==> src/rtl/core/warp_register_scoreboard_assert.svh <==
// assertion macros for the warp register scoreboard
`ifndef WARP_REGISTER_SCOREBOARD_ASSERT_SVH
`define WARP_REGISTER_SCOREBOARD_ASSERT_SVH
`ifndef SYNTHESIS
// same-cycle implication
`define WRS_ASSERT_IMP(lbl, clk, rst, ante, cons) \
   lbl: assert property (@(posedge clk) disable iff (rst) (ante) |-> (cons)) \
      else $error("scoreboard check failed");
// next-cycle implication
`define WRS_ASSERT_NXT(lbl, clk, rst, ante, cons) \
   lbl: assert property (@(posedge clk) disable iff (rst) (ante) |=> (cons)) \
      else $error("scoreboard check failed");
`else
`define WRS_ASSERT_IMP(lbl, clk, rst, ante, cons)
`define WRS_ASSERT_NXT(lbl, clk, rst, ante, cons)
`endif
`endif

==> src/rtl/core/wrs_pkg.sv <==
package wrs_pkg;

   localparam int unsigned WARPS_DEFAULT = 64;
   localparam int unsigned REGS_DEFAULT  = 256;

   localparam int unsigned CMD_W       = 3;
   localparam int unsigned WARP_W      = 6;
   localparam int unsigned REG_W       = 8;
   localparam int unsigned REQ_TDATA_W = 24;
   localparam int unsigned RSP_TDATA_W = 8;

   typedef enum logic [CMD_W-1:0] {
      CMD_RESERVE    = 3'd0,
      CMD_RELEASE    = 3'd1,
      CMD_CHECK      = 3'd2,
      CMD_PEND_QUERY = 3'd3,
      CMD_LONG_QUERY = 3'd4
   } cmd_type;

   typedef struct packed {
      logic [CMD_W-1:0]  cmd;
      logic [WARP_W-1:0] warp_id;
      logic [REG_W-1:0]  reg_num;
      logic              long_load;
      logic              last;
   } item_type;

   typedef struct packed {
      logic error;
      logic long_op;
      logic any_pending;
      logic hazard;
   } result_type;

   typedef struct packed {
      logic row_we;
      logic count_we;
      logic hazard_next;
   } ctl_type;

endpackage

==> src/rtl/core/wrs_exec.sv <==
module wrs_exec #(
   parameter int unsigned WARPS = 64,
   parameter int unsigned REGS  = 256
) (
   input  wrs_pkg::item_type             item,
   input  logic                          perfect_mode,
   input  logic                          hazard_acc,
   input  logic [2*WARPS-1:0]            row_rd,
   input  logic [$clog2(REGS+1)-1:0]     count_rd,
   output wrs_pkg::ctl_type              ctl,
   output wrs_pkg::result_type           res,
   output logic [2*WARPS-1:0]            row_wr,
   output logic [$clog2(REGS+1)-1:0]     count_wr
);

   localparam int unsigned CW  = $clog2(REGS + 1);
   localparam int unsigned WAW = (WARPS > 1) ? $clog2(WARPS) : 1;

   logic             wok;
   logic             rok;
   logic [WAW-1:0]   widx;
   logic [WARPS-1:0] pend_row;
   logic [WARPS-1:0] long_row;
   logic [WARPS-1:0] pend_new;
   logic [WARPS-1:0] long_new;
   logic [CW-1:0]    count_new;
   logic             pend;
   logic             hazard;
   logic             err;

   assign wok = {1'b0, item.warp_id} < (wrs_pkg::WARP_W+1)'(WARPS);
   assign rok = wok && (item.reg_num != '0) &&
                ({1'b0, item.reg_num} < (wrs_pkg::REG_W+1)'(REGS));
   assign widx     = wok ? item.warp_id[WAW-1:0] : '0;
   assign pend_row = row_rd[WARPS-1:0];
   assign long_row = row_rd[2*WARPS-1:WARPS];
   assign pend     = rok && pend_row[widx];

   always_comb begin
      pend_new        = pend_row;
      long_new        = long_row;
      count_new       = count_rd;
      ctl.row_we      = 1'b0;
      ctl.count_we    = 1'b0;
      ctl.hazard_next = hazard_acc;
      hazard          = 1'b0;
      err             = 1'b0;
      case (wrs_pkg::cmd_type'(item.cmd))
         wrs_pkg::CMD_RESERVE: begin
            if (rok) begin
               ctl.row_we = 1'b1;
               if (pend) begin
                  err = !perfect_mode;
               end else begin
                  pend_new[widx] = 1'b1;
                  count_new      = count_rd + CW'(1);
                  ctl.count_we   = 1'b1;
               end
               if (item.long_load) begin
                  long_new[widx] = 1'b1;
               end
            end
         end
         wrs_pkg::CMD_RELEASE: begin
            if (rok) begin
               ctl.row_we     = 1'b1;
               long_new[widx] = 1'b0;
               if (pend) begin
                  pend_new[widx] = 1'b0;
                  if (count_rd != '0) begin
                     count_new    = count_rd - CW'(1);
                     ctl.count_we = 1'b1;
                  end
               end
            end
         end
         wrs_pkg::CMD_CHECK: begin
            hazard          = hazard_acc | pend;
            ctl.hazard_next = item.last ? 1'b0 : hazard;
         end
         default: begin
         end
      endcase
   end

   assign row_wr          = {long_new, pend_new};
   assign count_wr        = count_new;
   assign res.hazard      = hazard;
   assign res.any_pending = wok && (count_new != '0);
   assign res.long_op     = rok && long_new[widx];
   assign res.error       = err;

endmodule

==> config.mk <==
export PLATFORM = sky130hd
export DESIGN_NAME = wrs_exec
export DESIGN_NICKNAME = d
export VERILOG_FILES = /design/src/rtl/core/warp_register_scoreboard_assert.svh /design/src/rtl/core/wrs_pkg.sv /design/src/rtl/core/wrs_exec.sv
export SDC_FILE = /design/constraint.sdc
export NUM_CORES = 1
export LEC_CHECK = 0
export ABC_CLOCK_PERIOD_IN_PS = 5300
export BUFFER_PORTS_ARGS = -buffer_cell sky130_fd_sc_hd__buf_2
export CAP_MARGIN = 15
export CORE_AREA = 2 2 117 119
export DETAILED_ROUTE_END_ITERATION = 8
export DIE_AREA = 0 0 119 121
export GPL_TIMING_DRIVEN = 0
export PLACE_DENSITY = 0.65
export REMOVE_ABC_BUFFERS = 1
export SETUP_SLACK_MARGIN = 0.02
export SYNTH_ARGS = -nofsm -noshare
export SYNTH_HDL_FRONTEND = slang
export SYNTH_SLANG_ARGS = --single-unit
==> constraint.sdc <==
create_clock -name vclk -period 5.3
set_input_delay 1.325 -clock vclk [all_inputs]
set_output_delay 1.325 -clock vclk [all_outputs]
set_load 0.005 [all_outputs]
# ---- Word-level counts from Yosys, hierarchy flattened
# Index checks and enable logic that the tools add are counted.
# W data, S select, Z words.
dict set report word_totals {
  in_bits 158
  reg_bits 0
  wordCells 53
  out_inout_bits 144
}
dict set report op_classes {
  n_mux 33
  add_sub_neg 2
  n_reduce_logical 8
  magnitude_cmp 2
  bitwise 6
  n_eq_ne 2
}
# op n
set op_table {}
lappend op_table {{$mux W64} 7}
lappend op_table {{$pmux W64 S2} 2}
lappend op_table {{$and A64 B64 Y64} 2}
lappend op_table {{$or A64 B64 Y64} 2}
lappend op_table {{$not A64 Y64} 1}
lappend op_table {{$mux W9} 5}
lappend op_table {{$pmux W9 S2} 1}
lappend op_table {{$reduce_bool A9 Y1} 2}
lappend op_table {{$bmux W1 S6} 2}
lappend op_table {{$mux W1} 12}
lappend op_table {{$add A9 B1 Y9 const B} 1}
lappend op_table {{$sub A9 B1 Y9 const B} 1}
lappend op_table {{$reduce_bool A8 Y1} 1}
lappend op_table {{$lt A6 B7 Y1 const B} 1}
lappend op_table {{$demux W1 S6} 1}
lappend op_table {{$ge A6 B1 Y1 const B} 1}
lappend op_table {{$mux W2} 2}
lappend op_table {{$pmux W2 S2} 1}
lappend op_table {{$eq A3 B1 Y1 const B} 1}
lappend op_table {{$eq A3 B2 Y1 const B} 1}
lappend op_table {{$logic_and A1 B1 Y1} 3}
lappend op_table {{$logic_not A3 Y1} 1}
lappend op_table {{$logic_not A1 Y1} 1}
lappend op_table {{$or A1 B1 Y1} 1}

# ---- Logic depth before layout (Yosys ltp)
dict set report depth {
  depth_word 11
  depth_mapped 13
}

# ---- Worst setup path after synthesis
# OpenSTA, ideal clock, no wires.
dict set report synth_timing {
  path_type {input-to-output}
  startpoint {input item[10] in the netlist's numbering}
  endpoint {output res[1] in the netlist's numbering}
  cell_stages 10
  t_arrival_ps 4154
  slack_ps -179
  required_time_ps 3975
  path_cell_list {buf_6 -> buf_6 -> mux4_2 -> mux2_2 -> a22oi_1 -> nand4_4 -> mux2i_1 -> xor2_1 -> or4_1 -> or4_1}
}
# element line
set synth_lines {}
lappend synth_lines {{from (decl)} wrs_exec.sv:5} ;# input wrs_pkg::item_type item,
lappend synth_lines {{to (decl)} wrs_exec.sv:11} ;# output wrs_pkg::result_type res,

==> flow_metrics.tcl <==
set metrics [dict create \
    status "finished with violations" \
    violations "setup timing" \
    drtIter0Drc 722 \
    worstSetupStartpointType "primary input" \
    cp.required_ns 3.97 \
    place.gp.congestion 0.8794 \
    drc 0 \
    critPathMaxFanout 7 \
    peakVddDrop_uv 37.19 \
    powerDensity_mw_per_mm2 86.41 \
    path_delay_family "simple AND/OR/NAND/NOR gates" \
    holdPathEnd "res[3]" \
    synthAdderAreaFrac_pct 0.6483 \
    cap_violations 0 \
    ys_seq_area_share_pct 0 \
    place_inst 1074 \
    die_w_um 119 \
    antenna_found_initial 0 \
    synthToLayoutAreaGrowth_pct 57.02 \
    gr-usage-all-layers_pct 30.93 \
    instances_no_fill 1117 \
    yosysTopAreaCellShare_pct 22.17 \
    synthCells 659 \
    antenna_left 0 \
    synth_top_family_by_area "compound AO/OA/AOI/OAI gates" \
    maxSlewHeadroom_pct 19.66 \
    post_synth_and_or_nand_nor_area_fraction_pct 20.62 \
    critPathKind "primary input to output port" \
    hold_depth 3 \
    num_antenna_cells 0 \
    max_stage_delay_ns 0.49 \
    layout_setup_ws_ns -0.3598 \
    ys_types 59 \
    via_per_inst 6.158 \
    whs_ns 2.879 \
    muxShareOfSynthArea_pct 14.04 \
    cts_hold_buf 0 \
    die_h_um 121 \
    finalCritPeriodShare_pct 106.8 \
    rows 42 \
    grt_pass1_vias 6174 \
    dpl_cell_area_mm2 0.005384 \
    register_area_um2 0 \
    path_cells "buf_16, mux4_2, a32o_2, a2111oi_4, buf_4, nand4_4, buf_6, mux2i_1, xnor2_1, or3_1, or4_1, buf_2" \
    cp_slowest_cell "mux4_2" \
    hpwlAfterDp_um 16910 \
    power_leakage_nw 2.601 \
    fin_crit_ns 5.660 \
    nets 1103 \
    n_clock_buffer 0 \
    vias 6878 \
    synth_compound_area_share_pct 54.98 \
    yosysTopAreaCell "o21ai_0" \
    rsz0062_at_grt "true" \
    maxSlewViolCount 0 \
    dieArea_mm2 0.01440 \
    max_freq_ghz 0.1767 \
    hold_viol 0 \
    grt_pass1_wl_um 34960 \
    setup_viol 36 \
    min-delay-start "perfect_mode" \
    layout-drive-gt1-share_pct 44.42 \
    hp-class "primary input to output port" \
    synth_xor_area_share_pct 1.588 \
    pin_count 302 \
    yosys-top-cells-area "o21ai_0 22%, a21oi_1 22%, mux4_2 8.8%" \
    crit_buf_inv 4 \
    grt_max_degree 36 \
    grt_overflow 0 \
    port_buffers 302 \
    arrival_ns 4.33 \
    syn_area_mm2 0.003860 \
    worst_slew_pin_slew_ns 1.202 \
    seq_cells 0 \
    syn_avg_cell_area_um2 5.857 \
    stdcell_area_mm2 0.006061 \
    final_util_pct 46.32 \
    worstSetupEndpointType "output port" \
    first_pass_iters 7 \
    design.core.area_mm2 0.01309 \
    ys_warn_count 0 \
    initial_utilization_pct 29.50 \
    drt-total-wl_um 24260 \
    wire_per_inst_um 21.72 \
    pre_cts_ws_ns -2.316 \
]
## cell type report
| type | count | area [um^2] |
|---|---|---|
| Inverter | 7 | 26.28 |
| Timing Repair Buffer | 350 | 2057 |
| Fill cell | 1478 | 7024 |
| Multi-Input combinational cell | 584 | 3757 |
| Tap cell | 176 | 220.2 |
## placed cells by master (no fill, tap or decap), drive strengths merged, types with 3 or more instances in the layout
cell type,count
buf,348
o21ai,190
a21oi,168
nand2,33
nor2,22
mux4,15
nor4,13
mux2i,11
nor3,10
nand3,8
or4,8
mux2,8
inv,7
or3,7
nor3b,7
a22o,6
nand2b,6
nor2b,5
and3,5
o211ai,5
and2,4
a31oi,4
xnor2,4
nand4,4
nand3b,3
o2bb2ai,3
xor2,3
a221oi,3
a22oi,3
## kinds of logic after synthesis
family	after synthesis
compound gates	396
xor+xnor	7
fa+ha+maj	2
buf+inv	77
mux	34
simple gates	143
## layer usage
metal  vias up  track usage, %  wire length [um]
met5         -               0                 0
met1      3297           38.16              9336
met4         0           9.301               755
met3        51           5.404              2408
li1       3096               -                 -
met2       434           54.81             11760
## worst max path at each step
stage             start  slack, ns  cells past startpoint      to
2_1_floorplan  item[10]      -0.58                      8  res[1]
3_3_place_gp   item[10]      -2.26                     10  res[1]
3_5_place_dp   item[10]      -2.32                     10  res[1]
4_1_cts        item[10]      -0.39                     12  res[1]
5_1_grt        item[10]      -0.50                     12  res[1]
6_report       item[10]      -0.36                     12  res[1]
## where the power goes
part | internal, mW | switching (mW) | total, mW
combinational | 0.234 | 0.290 | 0.524
sequential | 0 | 0 | 0
clock | 0 | 0 | 0
total | 0.234 | 0.290 | 0.524
## metrics by stage
stage	power [mW]	TNS [ns]
2_1_floorplan	0.2100	-0.5831
3_3_place_gp	0.4475	-119.17
3_5_place_dp	0.4529	-98.87
4_1_cts	0.5038	-7.216
5_1_grt	0.5640	-13.32
6_report	0.5237	-8.405
## cells in the mapped netlist (2+ instances only)
cell / instances
a21oi_1: 168
a221oi_1: 3
a22o_1: 6
a22oi_1: 3
a31oi_1: 4
and2_1: 4
and3_1: 5
and3b_1: 2
and4b_1: 2
buf_1: 10
buf_2: 2
buf_4: 2
buf_6: 2
clkbuf_1: 54
ha_1: 2
inv_1: 6
mux2_1: 4
mux2_2: 4
mux2i_1: 10
mux4_2: 15
nand2_1: 33
nand2b_1: 6
nand3_1: 8
nand3b_1: 3
nor2_1: 22
nor2b_1: 5
nor3_1: 10
nor3b_1: 7
nor4_1: 13
nor4b_1: 2
o211ai_1: 5
o21ai_0: 171
o21ai_1: 19
o22ai_1: 2
o2bb2ai_1: 3
or3_1: 7
or4_1: 8
xnor2_1: 4
xor2_1: 3
## what timing repair did
item	CTS	global route
pin swaps	20	23
resized for setup	36	30
endpoints found under the setup margin	87	46
buffers inserted	16	19
gates cloned	5	3
Power figures use the tool's default switching activity.
